$ cat src/hdl/assert_macros.svh
// Assertion macros shared by the region bin tiler modules.
`ifndef ASSERT_MACROS_SVH
`define ASSERT_MACROS_SVH

// Checks that cons holds in the same cycle as ante.
`define RBT_ASSERT_NOW(label, clk, rst_n, ante, cons, msg) \
    label: assert property (@(posedge clk) disable iff (!(rst_n)) (ante) |-> (cons)) \
        else $error(msg);

// Checks that cons holds in the cycle after ante.
`define RBT_ASSERT_NEXT(label, clk, rst_n, ante, cons, msg) \
    label: assert property (@(posedge clk) disable iff (!(rst_n)) (ante) |=> (cons)) \
        else $error(msg);

`endif

$ cat src/hdl/rbt_pkg.sv
// Shared widths and control types of the region bin tiler.
`default_nettype none

package rbt_pkg;

    localparam int COORD_BITS = 32;
    localparam int FRAC_BITS  = 16;
    localparam int WIDTH_BITS = 48;
    localparam int IDX_BITS   = 32;
    localparam int ACC_BITS   = WIDTH_BITS + IDX_BITS;
    localparam int GRID_BITS  = COORD_BITS + 1;

    // Commands to the width-times-index accumulator.
    typedef struct packed {
        logic init;   // load the width itself (index one)
        logic step;   // add one more width (index grows by one)
        logic run;    // rebuild the product bit-serially from the index
    } t_scale_ctl;

endpackage

`default_nettype wire

$ cat src/hdl/region_bin_tiler.sv
// Top level of the region bin tiler: word handshakes, bin sequencer and state.
// Load word: without grid snapping it completes on accept; with it, the block waits on the
// 32-step serial remainder. Next word: ST_CALC and ST_ADJ, then ST_EMIT registers the result
// once the output register is free, and ST_FIN returns to ready. After a bin width write, the
// next bin first runs the bit-serial width-times-index rebuild; with no region, ST_ZERO answers.
// Reset (synchronous, active low) restores default registers; no region is loaded.
`default_nettype none

`include "assert_macros.svh"

module region_bin_tiler (
    input  logic        i_clk,
    input  logic        i_rst_n,
    // Input words.
    input  logic        s_axis_tvalid,
    output logic        s_axis_tready,
    input  logic [71:0] s_axis_tdata,   // region_first[32:0], region_last[65:33], zero pad
    input  logic [0:0]  s_axis_tuser,   // op[0]
    // Result words.
    output logic        m_axis_tvalid,
    input  logic        m_axis_tready,
    output logic [63:0] m_axis_tdata,   // bin_start[31:0], bin_end[63:32]
    output logic [2:0]  m_axis_tuser,   // has_bin[0], bin_strand[2:1]
    // Register writes.
    input  logic        i_cfg_we,
    input  logic [1:0]  i_cfg_idx,
    input  logic [47:0] i_cfg_data
);

    localparam int CB = rbt_pkg::COORD_BITS;
    localparam int FB = rbt_pkg::FRAC_BITS;
    localparam int WB = rbt_pkg::WIDTH_BITS;
    localparam int GB = rbt_pkg::GRID_BITS;
    localparam int MB = 38;   // signed drift term: coordinates plus a 36-bit product

    localparam logic [0:0] OP_LOAD = 1'b0;
    localparam logic [0:0] OP_NEXT = 1'b1;

    localparam logic [1:0] CFG_WIDTH   = 2'd0;
    localparam logic [1:0] CFG_OVERLAP = 2'd1;
    localparam logic [1:0] CFG_GRID    = 2'd2;
    localparam logic [1:0] CFG_STRANDS = 2'd3;

    localparam logic [1:0] STRAND_NONE  = 2'd0;
    localparam logic [1:0] STRAND_PLUS  = 2'd1;
    localparam logic [1:0] STRAND_MINUS = 2'd2;

    localparam logic [WB-1:0] WIDTH_RESET = WB'(1000 * (1 << FB));
    localparam logic [FB-1:0] HALF_UNIT   = FB'(1 << (FB - 1));
    localparam logic [CB-1:0] COORD_MAX   = '1;
    localparam logic [rbt_pkg::IDX_BITS-1:0] IDX_MAX = '1;

    typedef enum logic [2:0] {
        ST_IDLE,
        ST_DIV,
        ST_MUL,
        ST_CALC,
        ST_ADJ,
        ST_EMIT,
        ST_FIN,
        ST_ZERO
    } t_state;

    t_state r_state;

    // Configuration registers.
    logic [WB-1:0]        r_width;
    logic signed [31:0]   r_ovl;
    logic                 r_grid;
    logic                 r_two;

    // Tiling state.
    logic                 r_active;
    logic [CB-1:0]        r_pos;
    logic [rbt_pkg::IDX_BITS-1:0] r_idx;
    logic                 r_minus;
    logic [CB-1:0]        r_origin;
    logic signed [32:0]   r_limit;
    logic                 r_dirty;    // accumulator no longer equals width times index

    // Bin computation pipeline registers.
    logic signed [MB-1:0] r_m;
    logic signed [CB+1:0] r_e0;
    logic [FB-1:0]        r_frac;
    logic                 r_big;
    logic [CB-1:0]        r_e;

    // Output register.
    logic                 r_out_valid;
    logic                 r_out_has;
    logic [CB-1:0]        r_out_start;
    logic [CB-1:0]        r_out_end;
    logic [1:0]           r_out_strand;

    // Input word fields.
    logic [0:0]           in_op;
    logic signed [32:0]   in_first;
    logic signed [32:0]   in_last;
    logic                 in_acc;
    logic                 out_free;

    assign in_op    = s_axis_tuser;
    assign in_first = s_axis_tdata[32:0];
    assign in_last  = s_axis_tdata[65:33];

    assign s_axis_tready = (r_state == ST_IDLE);
    assign in_acc        = s_axis_tvalid && s_axis_tready;
    // The output register takes a new word when empty or being drained.
    assign out_free      = !r_out_valid || m_axis_tready;

    // ------------------------------------------------------------------
    // Region load. A negative start becomes one. The snapping grid is the
    // floor of width minus overlap, at least one; the snapped start is the
    // start minus its remainder by the grid, plus one.
    // ------------------------------------------------------------------
    logic [CB-1:0]        load_start;
    logic signed [WB+1:0] grid_d;
    logic signed [GB:0]   grid_g;
    logic [GB-1:0]        grid_div;
    logic                 div_done;
    logic [GB-1:0]        div_rem;
    logic [CB+1:0]        snap_sum;
    logic [CB-1:0]        snap_start;

    assign load_start = in_first[32] ? CB'(1) : in_first[CB-1:0];
    assign grid_d     = $signed({2'b00, r_width})
                      - $signed({{2{r_ovl[31]}}, r_ovl, {FB{1'b0}}});
    // Arithmetic shift gives the floor for negative differences as well.
    assign grid_g     = grid_d[WB+1:FB];
    assign grid_div   = (grid_g < $signed((GB+1)'(1))) ? GB'(1) : grid_g[GB-1:0];
    assign snap_sum   = {2'b00, r_pos} - {1'b0, div_rem} + (CB+2)'(1);
    assign snap_start = (snap_sum[CB+1:CB] != 2'b00) ? COORD_MAX : snap_sum[CB-1:0];

    rbt_divider u_div (
        .i_clk      (i_clk),
        .i_rst_n    (i_rst_n),
        .i_start    (in_acc && (in_op == OP_LOAD) && r_grid),
        .i_dividend (load_start),
        .i_divisor  (grid_div),
        .o_done     (div_done),
        .o_rem      (div_rem)
    );

    // ------------------------------------------------------------------
    // Width times bin index. It is kept current by adding one width per
    // advance; a width write marks it stale and the next bin rebuilds it.
    // ------------------------------------------------------------------
    rbt_pkg::t_scale_ctl        scale_ctl;
    logic [rbt_pkg::ACC_BITS-1:0] scale_acc;
    logic                       scale_done;
    logic                       emit_adv;

    assign emit_adv = !r_two || r_minus;

    always_comb begin
        scale_ctl.init = in_acc && (in_op == OP_LOAD);
        scale_ctl.run  = in_acc && (in_op == OP_NEXT) && r_active && r_dirty;
        scale_ctl.step = (r_state == ST_EMIT) && out_free && emit_adv && (r_idx != IDX_MAX);
    end

    rbt_scale u_scale (
        .i_clk   (i_clk),
        .i_rst_n (i_rst_n),
        .i_ctl   (scale_ctl),
        .i_width (r_width),
        .i_index (r_idx),
        .o_acc   (scale_acc),
        .o_done  (scale_done)
    );

    // ------------------------------------------------------------------
    // Bin end. The plain end is position - 1 + floor(width). The drift term
    // m = origin - 1 - end + floor(width * index) says how far the ideal end
    // lies from it; together with the fraction bits it moves the end by one
    // when the drift reaches half a unit. A product at or beyond 2^36 is far
    // past any coordinate and always moves the end up.
    // ------------------------------------------------------------------
    logic [CB-1:0]        wi;
    logic signed [CB+1:0] calc_e0;
    logic signed [MB-1:0] calc_m;
    logic                 calc_big;

    assign wi       = r_width[WB-1:FB];
    assign calc_e0  = $signed({2'b00, r_pos}) + $signed({2'b00, wi}) - (CB+2)'(1);
    assign calc_m   = $signed({6'd0, r_origin}) - $signed({6'd0, r_pos})
                    - $signed({6'd0, wi}) + $signed({2'b00, scale_acc[FB+35:FB]});
    assign calc_big = |scale_acc[rbt_pkg::ACC_BITS-1:FB+36];

    logic                 adj_inc;
    logic                 adj_dec;
    logic signed [CB+2:0] adj_e1;
    logic signed [CB+2:0] adj_raised;
    logic [CB-1:0]        adj_e;

    always_comb begin
        adj_inc = r_big || (!r_m[MB-1] && (r_m != '0))
                || ((r_m == '0) && (r_frac >= HALF_UNIT));
        adj_dec = !adj_inc && ((r_m[MB-1] && (r_m != -MB'(1)))
                || ((r_m == -MB'(1)) && (r_frac <= HALF_UNIT)));
        adj_e1  = (CB+3)'(r_e0) + (adj_inc ? (CB+3)'(1) : '0) - (adj_dec ? (CB+3)'(1) : '0);
        // The end never falls below the bin start, then saturates.
        if (adj_e1 < $signed({3'b000, r_pos})) begin
            adj_raised = $signed({3'b000, r_pos});
        end else begin
            adj_raised = adj_e1;
        end
        adj_e = (adj_raised[CB+2:CB] != 3'b000) ? COORD_MAX : adj_raised[CB-1:0];
    end

    // ------------------------------------------------------------------
    // Advance: the next start is end + 1 - overlap, but at least one past the
    // current start, saturated to the coordinate range.
    // ------------------------------------------------------------------
    logic signed [CB+2:0] emit_s;
    logic signed [CB+2:0] emit_np;
    logic [CB-1:0]        emit_pos;
    logic [1:0]           emit_strand;
    logic                 fin_done;

    always_comb begin
        emit_s = $signed({3'b000, r_e}) + (CB+3)'(1) - $signed({{3{r_ovl[31]}}, r_ovl});
        if (emit_s > $signed({3'b000, r_pos})) begin
            emit_np = emit_s;
        end else begin
            emit_np = $signed({3'b000, r_pos}) + (CB+3)'(1);
        end
        emit_pos = (emit_np[CB+2:CB] != 3'b000) ? COORD_MAX : emit_np[CB-1:0];
        if (!r_two) begin
            emit_strand = STRAND_NONE;
        end else if (r_minus) begin
            emit_strand = STRAND_MINUS;
        end else begin
            emit_strand = STRAND_PLUS;
        end
    end

    // A positive limit ends the region once the start has passed it.
    assign fin_done = !r_limit[32] && (r_limit != '0) && ({1'b0, r_pos} > r_limit[32:0]);

    // ------------------------------------------------------------------
    // Sequencer, state and output register.
    // ------------------------------------------------------------------
    always_ff @(posedge i_clk) begin
        if (!i_rst_n) begin
            r_state      <= ST_IDLE;
            r_width      <= WIDTH_RESET;
            r_ovl        <= '0;
            r_grid       <= 1'b0;
            r_two        <= 1'b0;
            r_active     <= 1'b0;
            r_pos        <= '0;
            r_idx        <= rbt_pkg::IDX_BITS'(1);
            r_minus      <= 1'b0;
            r_origin     <= '0;
            r_limit      <= '0;
            r_dirty      <= 1'b1;
            r_out_valid  <= 1'b0;
        end else begin
            if (m_axis_tvalid && m_axis_tready) begin
                r_out_valid <= 1'b0;
            end

            unique case (r_state)
                ST_IDLE: begin
                    if (in_acc) begin
                        if (in_op == OP_LOAD) begin
                            r_pos    <= load_start;
                            r_origin <= load_start;
                            r_limit  <= in_last;
                            r_idx    <= rbt_pkg::IDX_BITS'(1);
                            r_minus  <= 1'b0;
                            r_active <= 1'b1;
                            r_dirty  <= 1'b0;
                            r_state  <= r_grid ? ST_DIV : ST_IDLE;
                        end else if (!r_active) begin
                            r_state <= ST_ZERO;
                        end else if (r_dirty) begin
                            r_state <= ST_MUL;
                        end else begin
                            r_state <= ST_CALC;
                        end
                    end
                end
                ST_DIV: begin
                    if (div_done) begin
                        r_pos    <= snap_start;
                        r_origin <= snap_start;
                        r_state  <= ST_IDLE;
                    end
                end
                ST_MUL: begin
                    if (scale_done) begin
                        r_dirty <= 1'b0;
                        r_state <= ST_CALC;
                    end
                end
                ST_CALC: begin
                    r_e0    <= calc_e0;
                    r_m     <= calc_m;
                    r_frac  <= scale_acc[FB-1:0];
                    r_big   <= calc_big;
                    r_state <= ST_ADJ;
                end
                ST_ADJ: begin
                    r_e     <= adj_e;
                    r_state <= ST_EMIT;
                end
                ST_EMIT: begin
                    if (out_free) begin
                        r_out_valid  <= 1'b1;
                        r_out_has    <= 1'b1;
                        r_out_start  <= r_pos;
                        r_out_end    <= r_e;
                        r_out_strand <= emit_strand;
                        if (r_two) begin
                            r_minus <= !r_minus;
                        end
                        if (emit_adv) begin
                            r_pos <= emit_pos;
                            if (r_idx != IDX_MAX) begin
                                r_idx <= r_idx + 1'b1;
                            end
                        end
                        r_state <= ST_FIN;
                    end
                end
                ST_FIN: begin
                    if (fin_done) begin
                        r_active <= 1'b0;
                    end
                    r_state <= ST_IDLE;
                end
                ST_ZERO: begin
                    if (out_free) begin
                        r_out_valid  <= 1'b1;
                        r_out_has    <= 1'b0;
                        r_out_start  <= '0;
                        r_out_end    <= '0;
                        r_out_strand <= STRAND_NONE;
                        r_state      <= ST_IDLE;
                    end
                end
                default: begin
                    r_state <= ST_IDLE;
                end
            endcase

            // The user must change registers only while the block is idle; the block itself does not enforce it.
            if (i_cfg_we) begin
                unique case (i_cfg_idx)
                    CFG_WIDTH: begin
                        r_width <= i_cfg_data;
                        r_dirty <= 1'b1;
                    end
                    CFG_OVERLAP: r_ovl  <= i_cfg_data[31:0];
                    CFG_GRID:    r_grid <= i_cfg_data[0];
                    CFG_STRANDS: r_two  <= i_cfg_data[0];
                endcase
            end
        end
    end

    assign m_axis_tvalid = r_out_valid;
    assign m_axis_tdata  = {r_out_end, r_out_start};
    assign m_axis_tuser  = {r_out_strand, r_out_has};

    `RBT_ASSERT_NOW(a_bin_order, i_clk, i_rst_n, r_out_valid && r_out_has, r_out_end >= r_out_start, "bin end below bin start")
    `RBT_ASSERT_NOW(a_nobin_zero, i_clk, i_rst_n, r_out_valid && !r_out_has, (r_out_start == '0) && (r_out_end == '0) && (r_out_strand == STRAND_NONE), "no-bin word carries data")
    `RBT_ASSERT_NEXT(a_load_active, i_clk, i_rst_n, in_acc && (in_op == OP_LOAD), r_active, "load did not open a region")
    `RBT_ASSERT_NOW(a_mul_stale, i_clk, i_rst_n, r_state == ST_MUL, r_dirty, "rebuild without a width change")

endmodule

`default_nettype wire

$ cat src/hdl/rbt_divider.sv
// Bit-serial restoring remainder unit used for grid snapping.
`default_nettype none

`include "assert_macros.svh"

module rbt_divider (
    input  logic                           i_clk,
    input  logic                           i_rst_n,
    input  logic                           i_start,
    input  logic [rbt_pkg::COORD_BITS-1:0] i_dividend,
    input  logic [rbt_pkg::GRID_BITS-1:0]  i_divisor,
    output logic                           o_done,
    output logic [rbt_pkg::GRID_BITS-1:0]  o_rem
);

    localparam int CNT_BITS = $clog2(rbt_pkg::COORD_BITS);
    localparam logic [CNT_BITS-1:0] CNT_LAST = CNT_BITS'(rbt_pkg::COORD_BITS - 1);

    logic                           r_busy;
    logic                           r_done;
    logic [CNT_BITS-1:0]            r_cnt;
    logic [rbt_pkg::COORD_BITS-1:0] r_quo;
    logic [rbt_pkg::GRID_BITS-1:0]  r_rem;
    logic [rbt_pkg::GRID_BITS-1:0]  r_div;

    logic [rbt_pkg::GRID_BITS:0]    trial;
    logic                           fits;

    // One dividend bit enters the partial remainder each cycle while the unit is busy.
    assign trial = {r_rem, r_quo[rbt_pkg::COORD_BITS-1]};
    assign fits  = (trial >= {1'b0, r_div});

    always_ff @(posedge i_clk) begin
        if (!i_rst_n) begin
            r_busy <= 1'b0;
            r_done <= 1'b0;
            r_cnt  <= '0;
        end else begin
            r_done <= 1'b0;
            if (i_start) begin
                r_busy <= 1'b1;
                r_cnt  <= '0;
                r_quo  <= i_dividend;
                r_rem  <= '0;
                r_div  <= i_divisor;
            end else if (r_busy) begin
                r_quo <= {r_quo[rbt_pkg::COORD_BITS-2:0], 1'b0};
                if (fits) begin
                    r_rem <= rbt_pkg::GRID_BITS'(trial - {1'b0, r_div});
                end else begin
                    r_rem <= trial[rbt_pkg::GRID_BITS-1:0];
                end
                r_cnt <= r_cnt + 1'b1;
                if (r_cnt == CNT_LAST) begin
                    r_busy <= 1'b0;
                    r_done <= 1'b1;
                end
            end
        end
    end

    assign o_done = r_done;
    assign o_rem  = r_rem;

    `RBT_ASSERT_NOW(a_rem_below_div, i_clk, i_rst_n, r_done, r_rem < r_div, "remainder not below divisor")

endmodule

`default_nettype wire

$ cat src/hdl/rbt_scale.sv
// Accumulator holding bin width times bin index, with a bit-serial rebuild.
`default_nettype none

module rbt_scale (
    input  logic                           i_clk,
    input  logic                           i_rst_n,
    input  rbt_pkg::t_scale_ctl            i_ctl,
    input  logic [rbt_pkg::WIDTH_BITS-1:0] i_width,
    input  logic [rbt_pkg::IDX_BITS-1:0]   i_index,
    output logic [rbt_pkg::ACC_BITS-1:0]   o_acc,
    output logic                           o_done
);

    localparam int CNT_BITS = $clog2(rbt_pkg::IDX_BITS);
    localparam logic [CNT_BITS-1:0] CNT_LAST = CNT_BITS'(rbt_pkg::IDX_BITS - 1);

    logic                           r_busy;
    logic                           r_done;
    logic [CNT_BITS-1:0]            r_cnt;
    logic [rbt_pkg::ACC_BITS-1:0]   r_acc;

    logic [rbt_pkg::WIDTH_BITS:0]   part_sum;

    // Shift-and-add: the low half holds the remaining index bits, the high
    // half collects the product and shifts down one bit per cycle while the rebuild runs.
    assign part_sum = {1'b0, r_acc[rbt_pkg::ACC_BITS-1:rbt_pkg::IDX_BITS]}
                    + (r_acc[0] ? {1'b0, i_width} : '0);

    always_ff @(posedge i_clk) begin
        if (!i_rst_n) begin
            r_busy <= 1'b0;
            r_done <= 1'b0;
            r_cnt  <= '0;
        end else begin
            r_done <= 1'b0;
            if (i_ctl.init) begin
                r_acc <= {{rbt_pkg::IDX_BITS{1'b0}}, i_width};
            end else if (i_ctl.step) begin
                r_acc <= r_acc + {{rbt_pkg::IDX_BITS{1'b0}}, i_width};
            end else if (i_ctl.run) begin
                r_busy <= 1'b1;
                r_cnt  <= '0;
                r_acc  <= {{rbt_pkg::WIDTH_BITS{1'b0}}, i_index};
            end else if (r_busy) begin
                r_acc <= {part_sum, r_acc[rbt_pkg::IDX_BITS-1:1]};
                r_cnt <= r_cnt + 1'b1;
                if (r_cnt == CNT_LAST) begin
                    r_busy <= 1'b0;
                    r_done <= 1'b1;
                end
            end
        end
    end

    assign o_acc  = r_acc;
    assign o_done = r_done;

endmodule

`default_nettype wire
$ cat config.mk
export PLATFORM = sky130hd
export DESIGN_NAME = region_bin_tiler
export DESIGN_NICKNAME = d
export VERILOG_FILES = /design/src/hdl/rbt_pkg.sv /design/src/hdl/region_bin_tiler.sv /design/src/hdl/rbt_divider.sv /design/src/hdl/rbt_scale.sv
export VERILOG_INCLUDE_DIRS = /design/src /design/src/hdl
export SDC_FILE = /design/constraint.sdc
export NUM_CORES = 2
export LEC_CHECK = 0
export ABC_CLOCK_PERIOD_IN_PS = 12400
export BUFFER_PORTS_ARGS = -buffer_cell sky130_fd_sc_hd__clkbuf_2
export CAP_MARGIN = 20
export CORE_ASPECT_RATIO = 0.9
export CORE_MARGIN = 8
export CORE_UTILIZATION = 40
export DETAILED_ROUTE_END_ITERATION = 16
export SETUP_SLACK_MARGIN = 0.4
export SYNTH_ARGS = -nofsm -noshare
export SYNTH_HDL_FRONTEND = slang
export SYNTH_SLANG_ARGS = --single-unit
$ cat constraint.sdc
create_clock -name i_clk -period 12.4 [get_ports i_clk]
set_input_delay 0.62 -clock i_clk [delete_from_list [all_inputs] [get_ports i_clk]]
set_output_delay 0.62 -clock i_clk [all_outputs]
set_load 0.1 [all_outputs]
==> reports/results.txt <==
Worst skew pair latency = 660 ps
Setup Fix Bufs, Post-CTS = 0
Share of async-settable or async-resettable flops after synthesis = 0%
Vias per cell = 5.774
Hold Vio Cnt, Final = 0
Buffers on Ports = 190
Initial antenna violation count = 13
Place WS = 4213 ps
Critical path's largest stage delay = 710 ps
Slew HR = 28.13%
Status = completed
Simple-Gate Fraction of Synth Area = 18.10%
Die Wd = 385.6 um
Area Overhead vs Synth = 11.12%
Final setup violation count = 0
Hold Path Cell Cnt = 3
Worst hold slack = 192.7 ps
Register area share after synthesis = 31.79%
Most used DFF post-synth = edfxtp_1
Die area = 134,500 um2
Critical path data required time = 12,770 ps
CP endpoint kind = flop
Leak = 22.74 nW
CTS tree = done
Initial core utilization = 40.18%
Mux contribution to synthesized area = 0.5571%
Worst reg2reg path depth = 32
Htree depth = 3
Yosys reg bits = 598
Total iterations of the first detailed-routing run = 6
Most common cell after layout, fill and taps aside = nand2_1
Critical Path Slowest Stage Cell = nor2_2
WL final = 178,600 um
Design Power = 12.53 mW
Min Tclk post-route = 8296 ps
Share of cells above drive strength 1 = 8.080%
Netlist Area Pre-Place = 49,190 um2
Routed Antenna Nets = 0
Ports = 197
Adder-cell area share of the yosys netlist = 15.32%
Post-Synthesis Cells = 5,734
Critical-path maximum fanout = 17
Max-cap check violation count = 0
Multi-input gate area = 31,230 um2
Max Freq = 0.1205 GHz
Largest family of logic cells by synthesized area = compound AO/OA/AOI/OAI gates
CTS sink count = 598
Die Y = 348.7 um
Final setup margin = 4104 ps
Final Core Density = 44.65%
RSZ-0062 raised after global routing = no
Residual DRC = 0
Hold_buf cts = 0
Final period util = 66.90%
Gpl congestion = 1.005
Detailed Place HPWL = 140,200 um
Routed via count = 43,760
Vias in the first global route = 40,830
Fill count = 12,050
Clock transition at path regs = 60 ps
DRT iter0 DRCs = 4,205
Worst min-delay path category = in2reg
Final setup skew = 33.31 ps
Fin Setup TNS = 0 ps
Num CTS Buffers = 75
CP startpoint kind = flop
Post-synthesis compound-gate area fraction = 21.89%
Synthesis Warnings = 0
Root Buffer = clkbuf_16
EDFF count, synth = 366
FF+latch area = 15,640 um2
Average size of a mapped cell = 8.578 um2
Pin count of the biggest net entering global routing = 93
Post-Synth XOR/XNOR Area = 7.494%
First-pass GRT wire length = 260,800 um
Commonest cells after routing, fill and taps aside = 702 x nand2_1, 535 x ha_1, 465 x a21oi_1
Drt wl/cell = 23.57 um
Nets@finish = 6,608
Core Area = 122,400 um2
Arr. time, crit path = 8670 ps
CTS resizes = 0
Critical path class = reg2reg
Worst slew pin tran = 1078 ps
Final Max Tran Viols = 0
Max rail drop VDD = 235.0 uV
Yosys cell types = 105
Rows = 122
Power Density = 229.2 nW/um2
Overall routing resource usage = 25.55%
Global route overflow = 0
Syn nets = 6,439
Worst-case clock buffer depth = 3
state kept, by name, indices dropped and copies added (netlist names), 33 cells and up:
signal and count:
u_scale.o_acc 80, r_m 38, r_e0 34, u_div.r_div 33
r_width 48, r_limit 33, u_div.o_rem 33
logic make-up after synthesis:
logic type | Yosys count
buf+inv | 622
fa+ha+maj | 577
compound gates | 1631
xor+xnor | 420
flops | 598
mux | 27
simple gates | 1859
power breakdown:
group	internal [mW]	switching, mW	total, mW	leakage [nW]
sequential	2.65	0.241	2.89	5.20
combinational	2.97	4.42	7.39	16.3
clock	1.30	0.949	2.25	1.20
total	6.92	5.61	12.5	22.7
critical path: cells and delay by family, from the launching register on:
| kind | cells | cell delay (ps) |
|---|---|---|
| fa+ha+maj | 3 | 900 |
| buf+inv | 2 | 450 |
| simple gates | 10 | 2510 |
| flops | 1 | 420 |
| compound gates | 16 | 3400 |
| xor+xnor | 1 | 290 |
worst paths after layout:
check | slack [ps] | from | end
min reg2reg | 470 | r_width[33]$_SDFFE_PN0P_ | r_width[33]$_SDFFE_PN0P_
max | 4100 | r_m[28]$_DFFE_PP_ | r_e[11]$_SDFFCE_PP1P_
max reg2reg | 4100 | r_m[28]$_DFFE_PP_ | r_e[11]$_SDFFCE_PP1P_
min | 190 | i_cfg_data[40] | r_width[40]$_SDFFE_PN0P_
final cells by class:
cell class	count	area share [%]
Clock buffer	92	3.702
Sequential cell	598	28.61
Timing Repair Buffer	286	3.086
Tap cell	1612	3.690
Multi-Input combinational cell	4514	57.14
Inverter	428	2.939
Antenna cell	1	0.004578
Clock inverter	47	0.8310
cell usage after synthesis, types with 124 or more instances:
| cell type | count | area share [%] |
|---|---|---|
| nand2_1 | 704 | 5.4 |
| ha_1 | 535 | 14 |
| a21oi_1 | 465 | 4.7 |
| inv_1 | 426 | 3.3 |
| edfxtp_1 | 366 | 22 |
| nor2_1 | 332 | 2.5 |
| xnor2_1 | 269 | 4.8 |
| o21ai_0 | 235 | 2.4 |
| dfxtp_1 | 232 | 9.4 |
| a21o_1 | 202 | 3.1 |
| clkbuf_1 | 162 | 1.2 |
| and2_1 | 157 | 2.0 |
| xor2_1 | 150 | 2.7 |
| nand3_1 | 139 | 1.4 |
| a21boi_0 | 124 | 1.9 |
stage by stage:
stage / cell area [um2] / cells
6_report: 54660 / 7578
5_1_grt: 54650 / 7577
4_1_cts: 54630 / 7576
3_5_place_dp: 52160 / 7437
3_3_place_gp: 52160 / 7437
2_1_floorplan: 49190 / 5734
routing by layer:
| metal | GRT usage (%) | part of all wire, % |
|---|---|---|
| met1 | 34.80 | 43 |
| met2 | 38.58 | 43 |
| met3 | 5.027 | 8.2 |
| met4 | 12.59 | 5.7 |
| met5 | 0 | 0.046 |
Power figures use the tool's default switching activity.
